$ cat config.mk
export PLATFORM = sky130hd
export DESIGN_NAME = object_file_section_loader_top
export DESIGN_NICKNAME = d
export VERILOG_FILES = /design/src/rtl/ofsl_pkg.sv /design/src/rtl/ofsl_front.sv /design/src/rtl/ofsl_cmd_queue.sv /design/src/rtl/ofsl_back.sv /design/src/rtl/object_file_section_loader_top.sv
export SDC_FILE = /design/constraint.sdc
export NUM_CORES = 1
export LEC_CHECK = 0
export BUFFER_PORTS_ARGS = -buffer_cell sky130_fd_sc_hd__buf_2
export CORE_UTILIZATION = 35
export DETAILED_ROUTE_END_ITERATION = 6
export GPL_TIMING_DRIVEN = 1
export HOLD_SLACK_MARGIN = 0.08
export PLACE_DENSITY_LB_ADDON = 0.05
export SYNTH_ARGS = -nofsm -noshare
export SYNTH_HDL_FRONTEND = slang
export SYNTH_HIERARCHICAL = 1
export SYNTH_SLANG_ARGS = --single-unit
$ cat constraint.sdc
create_clock -name clock -period 3.2 [get_ports clock]
set_input_delay 0.8 -clock clock [delete_from_list [all_inputs] [get_ports clock]]
set_output_delay 0.8 -clock clock [all_outputs]
set_load 0.005 [all_outputs]
$ cat src/rtl/ofsl_pkg.sv
`timescale 1ns / 1ps
package ofsl_pkg;

   typedef enum logic [3:0] {
      PH_HDR_HI,
      PH_HDR_LO,
      PH_ADR_HI,
      PH_ADR_LO,
      PH_CNT_HI,
      PH_CNT_LO,
      PH_PAY_HI,
      PH_PAY_LO,
      PH_SKIP
   } phase_type;

   typedef enum logic [1:0] {
      HDR_CODE   = 2'd0,
      HDR_DATA   = 2'd1,
      HDR_SYMBOL = 2'd2
   } header_type;

   typedef enum logic {
      CMD_SET_ADDR = 1'b0,
      CMD_WRITE    = 1'b1
   } cmd_op_type;

   typedef struct packed {
      cmd_op_type  op;
      logic [15:0] data;
      logic        kind;
   } cmd_type;

   localparam logic [7:0] CODE_HI = 8'hCA;
   localparam logic [7:0] CODE_LO = 8'hDE;
   localparam logic [7:0] DATA_HI = 8'hDA;
   localparam logic [7:0] DATA_LO = 8'hDA;
   localparam logic [7:0] SYM_HI  = 8'hC3;
   localparam logic [7:0] SYM_LO  = 8'hB7;

   localparam int CMD_QUEUE_DEPTH = 4;
   localparam int CMD_PTR_W       = $clog2(CMD_QUEUE_DEPTH);

endpackage

$ cat src/rtl/ofsl_front.sv
`timescale 1ns / 1ps
module ofsl_front
   import ofsl_pkg::*;
(
   input  logic       clock,
   input  logic       reset,
   input  logic       byte_valid,
   input  logic [7:0] byte_in,
   output logic       cmd_push,
   output cmd_type    cmd_data
);

   phase_type   phase_ff, phase_in;
   logic [7:0]  held_ff, held_in;
   header_type  hdr_ff, hdr_in;
   logic [15:0] count_ff, count_in;
   logic [15:0] word;
   logic [15:0] count_dec;

   assign word      = {held_ff, byte_in};
   assign count_dec = count_ff - 16'd1;

   always_ff @(posedge clock) begin
      if (reset) begin
         phase_ff <= PH_HDR_HI;
         held_ff  <= '0;
         hdr_ff   <= HDR_CODE;
         count_ff <= '0;
      end else begin
         phase_ff <= phase_in;
         held_ff  <= held_in;
         hdr_ff   <= hdr_in;
         count_ff <= count_in;
      end
   end

   always_comb begin
      phase_in = phase_ff;
      held_in  = held_ff;
      hdr_in   = hdr_ff;
      count_in = count_ff;
      cmd_push = 1'b0;
      cmd_data = '{op: CMD_SET_ADDR, data: word, kind: hdr_ff[0]};
      if (byte_valid) begin
         unique case (phase_ff)
            PH_HDR_LO: begin
               if (held_ff == CODE_HI && byte_in == CODE_LO) begin
                  hdr_in   = HDR_CODE;
                  phase_in = PH_ADR_HI;
               end else if (held_ff == DATA_HI && byte_in == DATA_LO) begin
                  hdr_in   = HDR_DATA;
                  phase_in = PH_ADR_HI;
               end else if (held_ff == SYM_HI && byte_in == SYM_LO) begin
                  hdr_in   = HDR_SYMBOL;
                  phase_in = PH_ADR_HI;
               end else begin
                  phase_in = PH_HDR_HI;
               end
            end
            PH_ADR_HI: begin
               held_in  = byte_in;
               phase_in = PH_ADR_LO;
            end
            PH_ADR_LO: begin
               cmd_push = 1'b1;
               phase_in = PH_CNT_HI;
            end
            PH_CNT_HI: begin
               held_in  = byte_in;
               phase_in = PH_CNT_LO;
            end
            PH_CNT_LO: begin
               count_in = word;
               if (word == 16'd0) begin
                  phase_in = PH_HDR_HI;
               end else if (hdr_ff == HDR_SYMBOL) begin
                  phase_in = PH_SKIP;
               end else begin
                  phase_in = PH_PAY_HI;
               end
            end
            PH_PAY_HI: begin
               held_in  = byte_in;
               phase_in = PH_PAY_LO;
            end
            PH_PAY_LO: begin
               cmd_push    = 1'b1;
               cmd_data.op = CMD_WRITE;
               count_in    = count_dec;
               phase_in    = (count_dec == 16'd0) ? PH_HDR_HI : PH_PAY_HI;
            end
            PH_SKIP: begin
               count_in = count_dec;
               if (count_dec == 16'd0) begin
                  phase_in = PH_HDR_HI;
               end
            end
            default: begin
               held_in  = byte_in;
               phase_in = PH_HDR_LO;
            end
         endcase
      end
   end

endmodule

$ cat src/rtl/ofsl_cmd_queue.sv
`timescale 1ns / 1ps
module ofsl_cmd_queue
   import ofsl_pkg::*;
(
   input  logic    clock,
   input  logic    reset,
   input  logic    push,
   input  cmd_type push_data,
   input  logic    pop,
   output cmd_type pop_data,
   output logic    full,
   output logic    empty
);

   cmd_type              entry_ff [CMD_QUEUE_DEPTH];
   logic [CMD_PTR_W-1:0] wr_ptr_ff, wr_ptr_in;
   logic [CMD_PTR_W-1:0] rd_ptr_ff, rd_ptr_in;
   logic [CMD_PTR_W:0]   count_ff, count_in;
   logic                 do_push, do_pop;

   assign full     = count_ff == (CMD_PTR_W + 1)'(CMD_QUEUE_DEPTH);
   assign empty    = count_ff == '0;
   assign do_push  = push && !full;
   assign do_pop   = pop && !empty;
   assign pop_data = entry_ff[rd_ptr_ff];

   always_comb begin
      wr_ptr_in = do_push ? wr_ptr_ff + 1'b1 : wr_ptr_ff;
      rd_ptr_in = do_pop ? rd_ptr_ff + 1'b1 : rd_ptr_ff;
      count_in  = count_ff;
      if (do_push && !do_pop) begin
         count_in = count_ff + 1'b1;
      end else if (do_pop && !do_push) begin
         count_in = count_ff - 1'b1;
      end
   end

   always_ff @(posedge clock) begin
      if (reset) begin
         wr_ptr_ff <= '0;
         rd_ptr_ff <= '0;
         count_ff  <= '0;
      end else begin
         wr_ptr_ff <= wr_ptr_in;
         rd_ptr_ff <= rd_ptr_in;
         count_ff  <= count_in;
      end
   end

   always_ff @(posedge clock) begin
      if (do_push) begin
         entry_ff[wr_ptr_ff] <= push_data;
      end
   end

endmodule

$ cat src/rtl/ofsl_back.sv
`timescale 1ns / 1ps
module ofsl_back
   import ofsl_pkg::*;
(
   input  logic        clock,
   input  logic        reset,
   input  logic        cmd_empty,
   input  cmd_type     cmd_data,
   output logic        cmd_pop,
   output logic        out_valid,
   input  logic        out_take,
   output logic [15:0] out_address,
   output logic [15:0] out_value,
   output logic        out_kind
);

   logic [15:0] addr_ff, addr_in;
   logic        kind_ff, kind_in;
   logic        valid_ff, valid_in;
   logic [15:0] oaddr_ff, oaddr_in;
   logic [15:0] oval_ff, oval_in;
   logic        okind_ff, okind_in;

   assign cmd_pop     = !cmd_empty && (!valid_ff || out_take);
   assign out_valid   = valid_ff;
   assign out_address = oaddr_ff;
   assign out_value   = oval_ff;
   assign out_kind    = okind_ff;

   always_comb begin
      addr_in  = addr_ff;
      kind_in  = kind_ff;
      valid_in = valid_ff && !out_take;
      oaddr_in = oaddr_ff;
      oval_in  = oval_ff;
      okind_in = okind_ff;
      if (cmd_pop) begin
         unique case (cmd_data.op)
            CMD_SET_ADDR: begin
               addr_in = cmd_data.data;
               kind_in = cmd_data.kind;
            end
            CMD_WRITE: begin
               valid_in = 1'b1;
               oaddr_in = addr_ff;
               oval_in  = cmd_data.data;
               okind_in = kind_ff;
               addr_in  = addr_ff + 16'd1;
            end
            default: begin
               addr_in = addr_ff;
            end
         endcase
      end
   end

   always_ff @(posedge clock) begin
      if (reset) begin
         addr_ff  <= '0;
         kind_ff  <= 1'b0;
         valid_ff <= 1'b0;
      end else begin
         addr_ff  <= addr_in;
         kind_ff  <= kind_in;
         valid_ff <= valid_in;
      end
   end

   always_ff @(posedge clock) begin
      oaddr_ff <= oaddr_in;
      oval_ff  <= oval_in;
      okind_ff <= okind_in;
   end

endmodule

$ cat src/rtl/object_file_section_loader_top.sv
`timescale 1ns / 1ps
// channel    | direction | handshake        | payload
// req_       | in        | req_push / full  | req_byte_in[7:0]
// rsp_       | out       | rsp_pop / empty  | rsp_write_address, rsp_write_value,
//            |           |                  | rsp_section_kind
//
// One byte is taken each cycle while req_full is low.
// A payload word's write reaches the result ports after the edge that takes its
// low byte, through a 4-entry command queue and then the result register.
// Synchronous reset: decoder hunts for a header, queue and result empty.
// req_full rises only when the queue is full, i.e. results are left waiting.
module object_file_section_loader_top
   import ofsl_pkg::*;
(
   input  logic        clock,
   input  logic        reset,
   input  logic        req_push,
   output logic        req_full,
   input  logic [7:0]  req_byte_in,
   output logic        rsp_empty,
   input  logic        rsp_pop,
   output logic [15:0] rsp_write_address,
   output logic [15:0] rsp_write_value,
   output logic        rsp_section_kind
);

   logic    byte_valid;
   logic    cmd_push, cmd_pop, cmd_empty;
   cmd_type cmd_in, cmd_out;
   logic    out_valid;

   assign byte_valid = req_push && !req_full;
   assign rsp_empty  = !out_valid;

   ofsl_front u_front (
      .clock      (clock),
      .reset      (reset),
      .byte_valid (byte_valid),
      .byte_in    (req_byte_in),
      .cmd_push   (cmd_push),
      .cmd_data   (cmd_in)
   );

   ofsl_cmd_queue u_queue (
      .clock     (clock),
      .reset     (reset),
      .push      (cmd_push),
      .push_data (cmd_in),
      .pop       (cmd_pop),
      .pop_data  (cmd_out),
      .full      (req_full),
      .empty     (cmd_empty)
   );

   ofsl_back u_back (
      .clock       (clock),
      .reset       (reset),
      .cmd_empty   (cmd_empty),
      .cmd_data    (cmd_out),
      .cmd_pop     (cmd_pop),
      .out_valid   (out_valid),
      .out_take    (rsp_pop),
      .out_address (rsp_write_address),
      .out_value   (rsp_write_value),
      .out_kind    (rsp_section_kind)
   );

endmodule

==> impl_metrics.toml, run 1 <==
[worst_setup_path]
r2r_slack_ns = 0.64
crit_required_ns = 3.54
critPathLaunchType = "flop"
arrival_ns = 2.90
crit_fanout = 8
setup.worst_path.end_class = "flop"
crit_type = "flop to flop"

[floorplan]
fp.dieArea_mm2 = 0.0218
rows = 52
die_h_um = 148
core_area_mm2 = 0.0205
initial_core_util_pct = 36.2
fp.dieW_um = 148
ios = 47

[cts]
clk_path_buf_depth = 2
numCtsBuffers = 17
cts_sinks = 162
cts_hold_buffers = 0
cts-resized-gates = 0
clock_latency_ns = 0.42
path_clk_slew_ns = 0.06
ctsRootBufferMaster = "clkbuf_16"
h-tree-depth = 4
tritoncts = "yes"
cts_setup_buffers = 0

[power]
p_int_mw = 3.51
p_per_area_mw_per_mm2 = 526
ir_worst_vdd_uv = 346
p_leak_nw = 2.89
clkPwrFrac_pct = 46.0
swShare_pct = 21.0
combPwrFrac_pct = 3.3
switchingPower_uw = 934
p_seq_share_pct = 50.7

[timing]
finalMaxSlewViolations = 0
fin_crit_sh_pct = 79.9
skew_ns = 0.0129
hold_violations = 0
rsz0062_at_grt = "false"
fin_setup_tns_ns = 0
worstMarginPinSlew_ns = 0.602
setup_viol = 0
relSlewSlack_pct = 59.8
setup_slack_ns = 0.645
period_minus_slack_ns = 2.56
fmax_mhz = 391

[global_route]
antenna_found_initial = 0
grt_usage_pct = 16.6
grt_pass1_wl_um = 27700
grt_max_degree = 29
grt_overflow = 0
grt_pass1_vias = 4824

[placed_design]
gp_congestion = 0.898
place_ws_ns = 0.386
dpl_cell_area_mm2 = 0.00786
dp_hpwl_um = 11900
io_buffers = 46

[run_status]
status = "finished, final reports clean"

[route]
dr.pass1.iters = 4
final_antenna_net_count = 0
routed_via_density = 5.24
vias = 4893
wl_um = 17200
wl_per_cell_um = 18.4
drt_iter0_markers = 224
drc = 0

[cells_and_area]
design_area_mm2 = 0.00845
area_growth_syn_to_layout_pct = 14.0
layout.nets = 672
drive_above_1_share_pct = 21.4
antennaDiodeCount = 0
postLayoutCoreUtil_pct = 41.2

[logic_synthesis]
synthFlopType = "edfxtp_1"
yosysTopAreaCell = "edfxtp_1"
yosys.area.top_type_share_pct = 42.5
syn-cell-area_mm2 = 0.00742
syn_avg_cell_area_um2 = 12.2
yosysWarnings = 6
ys_ff_latch = 162
synth-edff-count = 105
synth.distinct_cells = 76
syn-num-nets = 630
synth_area_leaders = "edfxtp_1 43%, dfxtp_1 15%, mux4_2 5.5%, nor2_1 2.8%, a21oi_1 2.4%"
synthArstFlopShare_pct = 0
yosysSeqAreaShare_pct = 57.9
synthCells = 609

[run]
max-cap-violations = 0

[hold_path]
min_path_type = "flop to flop"
==> cells in the mapped netlist, drive strengths merged, types with 3 or more instances <==
cell type / instances
buf: 24
mux4: 18
o21ai: 38
and3: 4
a22oi: 5
mux2i: 16
o211ai: 3
a31oi: 7
nand4: 9
inv: 11
nand2: 45
a211oi: 10
ha: 8
nand2b: 9
dfxtp: 57
nor2b: 8
a21oi: 37
or4: 3
nor3: 11
edfxtp: 105
nand4b: 3
o22ai: 4
or3: 7
and2: 13
nor3b: 3
nand3: 19
nor4: 17
clkbuf: 17
o31a: 5
xor2: 6
nor2: 57
==> cells in the final DEF, fill, tap and decap left out, drive strengths merged, types with 6 or more instances in the layout <==
cell type,count
edfxtp,105
buf,64
dfxtp,57
nor2,57
nand2,45
o21ai,38
a21oi,37
clkbuf,19
nand3,19
mux4,18
nor4,17
mux2i,16
inv,14
and2,13
nor3,11
a211oi,10
nand2b,9
nand4,9
ha,8
nor2b,8
a31oi,7
or3,7
xor2,6
==> cells by family after synthesis <==
group                      count (synthesis)  share of synthesized area, %
and+or+nand+nor                          218                          16.9
buffers and inverters                     53                          4.42
xor gates and xnor gates                   8                         0.945
muxes                                     35                          7.78
DFF                                      162                          57.9
adders and majority gates                  9                          1.62
AOI/OAI and AO/OA                        124                          10.5
==> worst max-delay path: stages, from the launching register on <==
cell,delay (ns)
dfxtp_1,0.46
nor2b_1,0.28
and3_1,0.18
inv_1,0.06
nor2_2,0.23
ha_1,0.23
inv_1,0.06
fa_1,0.37
xor2_1,0.18
or3_1,0.31
a21oi_1,0.13
==> path summary, 6_finish.rpt <==
| kind | endpoint | cells past startpoint | start |
|---|---|---|---|
| worst max-delay path | u_queue/count_ff[2] | 10 | u_front/phase_ff[0] |
| worst min-delay path | u_back/out_kind | 0 | u_back/kind_ff |
| worst max register to register | u_queue/count_ff[2] | 10 | u_front/phase_ff[0] |
| worst min register to register | u_back/out_kind | 0 | u_back/kind_ff |
==> cell type report <==
| class | count | area (µm²) |
|---|---|---|
| clock inverter | 13 | 158 |
| clock buffer | 19 | 433 |
| fill | 1967 | 12000 |
| sequential | 162 | 4290 |
| inverter | 12 | 48.8 |
| multi-input combinational | 394 | 2800 |
| tap | 270 | 338 |
| timing repair buffer | 64 | 378 |
==> sequential cells by signal, summed over array words and instances (netlist names), named ones only <==
name                count
u_back/addr_ff         16
u_back/kind_ff          1
u_back/out_address     16
u_back/out_kind         1
u_back/out_valid        1
u_back/out_value       16
u_front/count_ff       16
u_front/hdr_ff          2
u_front/held_ff         8
u_front/phase_ff        4
u_queue/count_ff        3
u_queue/entry_ff       72
u_queue/rd_ptr_ff       2
u_queue/wr_ptr_ff       2
==> metal layers <==
| metal | global-route usage, % | vias to the layer above | wire, µm |
|---|---|---|---|
| li1 | - | 2384 | - |
| met1 | 22.6 | 2398 | 8270 |
| met2 | 26.9 | 101 | 8140 |
| met3 | 3.12 | 10 | 594 |
| met4 | 4.64 | 0 | 197 |
| met5 | 0 | - | 0 |
==> metrics by stage <==
stage	hold WS, ns	std cells	power, mW
after floorplan	0.402	609	2.39
after global placement	0.453	902	2.45
after detailed placement	0.444	902	2.45
after CTS	0.455	934	4.49
after global routing	0.464	934	4.60
final	0.445	934	4.44
==> power groups by stage <==
| stage | clock network, mW | logic (mW) | registers [mW] |
|---|---|---|---|
| 2_1_floorplan | 0 | 0.107 | 2.29 |
| 4_1_cts | 2.09 | 0.149 | 2.25 |
| 3_5_place_dp | 0 | 0.148 | 2.30 |
| 3_3_place_gp | 0 | 0.148 | 2.30 |
| 5_1_grt | 2.18 | 0.164 | 2.26 |
| 6_report | 2.04 | 0.147 | 2.25 |
(Power assumes the default switching activity.)
==> run 2, diff against run 1 <==
Clock period 3.2 ns to 2.3 ns, I/O delays scaled along.
==> run 2 against run 1 <==
Net effect:
- register-to-register slack got worse by 0.55 ns
- core utilization is 2.6 points higher
- final cell count rose by 4.7%
- largest power group unchanged
- design area increased by 6.4%
- fmax is 16% higher
- critical path type unchanged
==> impl_metrics.toml, run 2 (same netlist as run 1, synthesis figures left out) <==
[run_status]
status = "finished, final reports clean"

[global_route]
grt_usage_pct = 16.7
grt_pass1_wl_um = 28000
antenna_found_initial = 0
grt_overflow = 0
grt_pass1_vias = 5113
grt_max_degree = 42

[timing]
hold_violations = 0
whs_ns = 0.449
skew_ns = 0.00738
rsz0062_at_grt = "false"
setup_slack_ns = 0.0934
fin_crit_sh_pct = 95.9
setup_viol = 0
worstMarginPinSlew_ns = 0.527
period_minus_slack_ns = 2.21
relSlewSlack_pct = 64.8
finalMaxSlewViolations = 0
fmax_mhz = 453

[run]
max-cap-violations = 0

[cts]
numCtsBuffers = 17
h-tree-depth = 4
ctsRootBufferMaster = "clkbuf_16"
cts_sinks = 162
path_clk_slew_ns = 0.06
tritoncts = "yes"
clock_latency_ns = 0.42
clk_path_buf_depth = 2

[hold_path]
min_path_type = "flop to flop"

[power]
p_leak_nw = 3.18
p_per_area_mw_per_mm2 = 691
ir_worst_vdd_uv = 487

[route]
vias = 5092
wl_met3_um = 593
routed_via_density = 5.21
dr.pass1.iters = 5
wl_per_cell_um = 17.6
met1_length_um = 7790
route.met2.wl_um = 8570
drc = 0
highest_layer = "met4"
final_antenna_net_count = 0
wl_um = 17200
drt_iter0_markers = 246

[cells_and_area]
area_growth_syn_to_layout_pct = 21.2
mostFrequentLayoutCells = "105 x edfxtp_1, 54 x nor2_1, 53 x buf_4, 53 x dfxtp_1, 46 x buf_2"
final_common_cell = "edfxtp_1"
final_cells = 978
largest_reg_flops = 72
antennaDiodeCount = 0
drive_above_1_share_pct = 29.4
fillers = 1924
layout.nets = 716
largest-register = "u_queue/entry_ff"

[worst_setup_path]
setup.worst_path.end_class = "flop"
crit_fanout = 7
arrival_ns = 2.49
r2r_slack_ns = 0.09
crit_type = "flop to flop"
crit_required_ns = 2.59
critPathLaunchType = "flop"

[placed_design]
place_inst = 945
gp_congestion = 0.846
dp_hpwl_um = 12100
place_ws_ns = -0.0872
io_buffers = 46

[floorplan]
core_area_mm2 = 0.0205
fp.dieW_um = 148
fp.dieArea_mm2 = 0.0218
initial_core_util_pct = 36.2
ios = 47
rows = 52
die_h_um = 148
run 2: cell count changes in the layout (fill, tap and decap cells not counted), moves of 3 or more:
cell / before / now
buf_12: 1 / 8
clkinv_1: 3 / 0
inv_1: 10 / 6
clkinv_2: 0 / 3
inv_6: 3 / 0
clkinv_4: 0 / 4
buf_4: 17 / 53
inv_2: 1 / 4
dfxtp_1: 57 / 53
clkbuf_8: 0 / 3
run 2: final timing paths:
kind	from	to	cells after the start
max	u_front/count_ff[1]	u_front/phase_ff[2]	8
min	u_back/kind_ff	u_back/out_kind	0
max reg2reg	u_front/count_ff[1]	u_front/phase_ff[2]	8
min reg2reg	u_back/kind_ff	u_back/out_kind	0
run 2: area by class of cell:
type                    instances  area, µm²  area share (%)
well taps                     270        338            3.76
flip-flops and latches        162       4300            47.9
repair buffers                108        800            8.89
multi-input cells             394       2900            32.2
clock buffers                  20        467            5.19
inverters                      12       51.3           0.571
clock inverters                12        131            1.46
run 2: layer usage:
| layer | track usage, % | vias to the layer above |
|---|---|---|
| met2 | 28.3 | 104 |
| met1 | 21.6 | 2503 |
| met4 | 6.03 | 0 |
| met3 | 2.84 | 17 |
| met5 | 0 | - |
| li1 | - | 2468 |
run 2: per-stage QoR:
stage / util [%] / instance area [µm²] / setup TNS (ns) / total power, mW
2_1_floorplan: - / 7490 / -0.0718 / 3.33
3_3_place_gp: 40.6 / 8320 / -0.0462 / 3.45
3_5_place_dp: 40.6 / 8320 / -0.158 / 3.45
4_1_cts: 43.5 / 8920 / 0 / 6.28
5_1_grt: 43.9 / 8990 / 0 / 6.43
6_report: 43.9 / 8990 / 0 / 6.21
run 2: where the power goes:
| part | internal (mW) | leakage [nW] | switching, mW |
|---|---|---|---|
| Clock | 1.69 | 0.292 | 1.13 |
| Sequential | 3.10 | 1.42 | 0.0193 |
| Combinational | 0.114 | 1.47 | 0.162 |
| Total | 4.90 | 3.18 | 1.31 |
run 2: worst max-delay path, stage by stage, from the launching register on:
cell and delay, ns:
dfxtp_1 0.32, buf_4 0.17, or4_4 0.52, o21ai_2 0.17, nand3_2 0.10, nor3_4 0.24
nand4b_4 0.16, a221oi_4 0.30, a211oi_2 0.10
run 2: timing repair:
action	4_1_cts	5_1_grt
hold buffers	0	0
endpoints found under the setup margin	1	2
resized for setup	1	16
pin swaps	0	6
buffers inserted	0	1
==> run 3, diff against run 2 <==
Settings changed: ABC_AREA set to 1, CORE_UTILIZATION 35 to 55.
==> run 3 against run 2 <==
Net effect:
- via count is 9.4% higher
- global-route usage is 7.4 points higher
- die area is 36% lower
- area after synthesis is 0.30% higher
- critical path type unchanged
- largest cell class unchanged
- highest routed layer unchanged
==> impl_metrics.toml, run 3 <==
[run_status]
status = "finished, final reports clean"

[logic_synthesis]
syn-num-nets = 808
yosys.area.top_type_share_pct = 42.4
synth_xor_area_share_pct = 0.706
synth-edff-count = 105
syn-cell-area_mm2 = 0.00744
synth_compound_area_share_pct = 11.8
yosys.area_share.simple_pct = 20.4
yosysTopAreaCell = "edfxtp_1"
synthFlopType = "edfxtp_1"
synth_area_leaders = "edfxtp_1 42%, dfxtp_1 15%, nand2_1 7.1%, nor2_1 5.5%, inv_1 3.9%"
yosysSeqAreaShare_pct = 57.7
synthMuxAreaShare_pct = 0
synth_common_cells = "141 x nand2_1, 110 x nor2_1, 105 x edfxtp_1, 77 x inv_1, 57 x dfxtp_1"
syn_avg_cell_area_um2 = 9.45
yosysWarnings = 6
synthArstFlopShare_pct = 0
ys_ff_latch = 162
synth_fa_ha_area_share_pct = 1.61
synth_top_family_by_area = "simple AND/OR/NAND/NOR gates"
yosys.cell_count.top_type = "nand2_1"
synth.distinct_cells = 38
synthCells = 787

[cells_and_area]
antennaDiodeCount = 0
drive_above_1_share_pct = 16.7
area_growth_syn_to_layout_pct = 13.1
final_common_cell = "nand2_1"
mostFrequentLayoutCells = "141 x nand2_1, 110 x nor2_1, 105 x edfxtp_1"
largest_reg_flops = 72
layout.nets = 865
fillers = 1131
seqCellArea_mm2 = 0.00430
largest-register = "u_queue/entry_ff"
multi_input_area_mm2 = 0.00258

[route]
wl_um = 15900
final_antenna_net_count = 0
drt_iter0_markers = 530
wl_per_cell_um = 15.4
vias = 5572
routed_via_density = 5.39
drc = 0
dr.pass1.iters = 5

[worst_setup_path]
critPathLaunchType = "flop"
crit_chain = "nor2_2 > nand2_1 > inv_1 > nor2_2 > inv_2 > nor3_4 > nand2_2 > inv_2 > ha_1 > inv_1 > fa_2 > o21ai_0 > nor2_1"
crit_fanout = 4
arrival_ns = 2.45
slowest_delay_ns = 0.52
cp_slowest_cell = "fa_2"
critPathTopFamily = "adder cells"
crit_required_ns = 2.65
crit_type = "flop to flop"
setup.worst_path.end_class = "flop"
critPathBufInv = 4

[global_route]
grt_overflow = 0
use_met1_pct = 30.3
antenna_found_initial = 0
grt-busiest-layer = "met2"
grt.met2_usage_pct = 41.1
grt_pass1_wl_um = 26000
grt_pass1_vias = 5257
grt_usage_pct = 24.1
grt_max_degree = 48
grt_util_met3_pct = 5.26

[timing]
finalMaxSlewViolations = 0
setup_viol = 0
fin_crit_sh_pct = 91.3
fmax_mhz = 476
skew_ns = 0.0107
relSlewSlack_pct = 69.8
worstMarginPinSlew_ns = 0.453
setup_slack_ns = 0.200
period_minus_slack_ns = 2.10
hold_violations = 0

[cts]
cts_hold_buffers = 0
clock_latency_ns = 0.42
cts_sinks = 162
numCtsBuffers = 17
h-tree-depth = 4
clk_path_buf_depth = 2
ctsRootBufferMaster = "clkbuf_16"
path_clk_slew_ns = 0.06
tritoncts = "yes"

[hold_path]
min_path_type = "flop to flop"

[power]
p_leak_nw = 3.20
ir_worst_vdd_uv = 497
p_total_mw = 5.75
p_per_area_mw_per_mm2 = 684

[floorplan]
fp.dieArea_mm2 = 0.0140
rows = 42
fp.dieW_um = 118
die_h_um = 118
core_area_mm2 = 0.0132
initial_core_util_pct = 56.2
ios = 47

[placed_design]
io_buffers = 46
place_ws_ns = 0.0187
dp_hpwl_um = 11000
gp_congestion = 0.893

[run]
max-cap-violations = 0
==> run 3: changes by cell type after synthesis, moves of 14 or more <==
| cell | previous run | this run |
|---|---|---|
| inv_1 | 10 | 77 |
| mux2i_1 | 16 | 0 |
| mux4_2 | 18 | 0 |
| nand2_1 | 45 | 141 |
| nand3_1 | 17 | 32 |
| nor2_1 | 55 | 110 |
| o21ai_0 | 33 | 53 |
| o21ai_1 | 4 | 20 |
| o22ai_1 | 4 | 18 |
==> run 3: report_power, final <==
group / switching [mW] / total, mW / leakage, nW / internal (mW)
clock network: 1.05 / 2.52 / 0.251 / 1.47
registers: 0.0282 / 3.12 / 1.42 / 3.10
logic: 0.0756 / 0.109 / 1.53 / 0.0335
total: 1.15 / 5.75 / 3.20 / 4.60
==> run 3: final timing paths <==
check,from,depth (start not counted),endpoint,slack [ns]
worst min-delay path,u_back/kind_ff,0,u_back/out_kind,0.43
worst max-delay path,u_queue/count_ff[0],13,u_queue/count_ff[1],0.20
worst max register to register,u_queue/count_ff[0],13,u_queue/count_ff[1],0.20
worst min register to register,u_back/kind_ff,0,u_back/out_kind,0.43
==> run 3: stage by stage <==
| step | hold slack (ns) | TNS (ns) | utilization [%] | cells | area, µm² |
|---|---|---|---|---|---|
| 2_1_floorplan | 0.403 | -7.62 | - | 787 | 7440 |
| 3_3_place_gp | 0.417 | 0 | 59.4 | 999 | 7860 |
| 3_5_place_dp | 0.416 | 0 | 59.4 | 999 | 7860 |
| 4_1_cts | 0.433 | 0 | 63.3 | 1031 | 8380 |
| 5_1_grt | 0.446 | -0.0000864 | 63.5 | 1033 | 8410 |
| 6_report | 0.431 | 0 | 63.5 | 1033 | 8410 |
==> run 3: cell families after synthesis <==
group | count (synthesis)
AOI/OAI and AO/OA | 156
xor gates and xnor gates | 6
adders and majority gates | 9
buffers and inverters | 116
DFF | 162
and+or+nand+nor | 338
==> run 3: metal layers <==
metal,share of wire (%),up-vias
li1,-,2780
met1,45,2643
met2,49,132
met3,4.3,17
met4,1.3,0
met5,0,-
==> run 3: layout make-up <==
cell class                 count  area share (%)
sequential                   162            51.1
tap                          176            2.62
inverter                      85            3.90
multi-input combinational    509            30.7
timing repair buffer          69            5.53
clock buffer                  24            5.37
clock inverter                 8           0.773
==> run 3: timing repair <==
item	CTS	global route
endpoints found under the setup margin	0	2
resized for setup	0	7
setup buffers	0	2
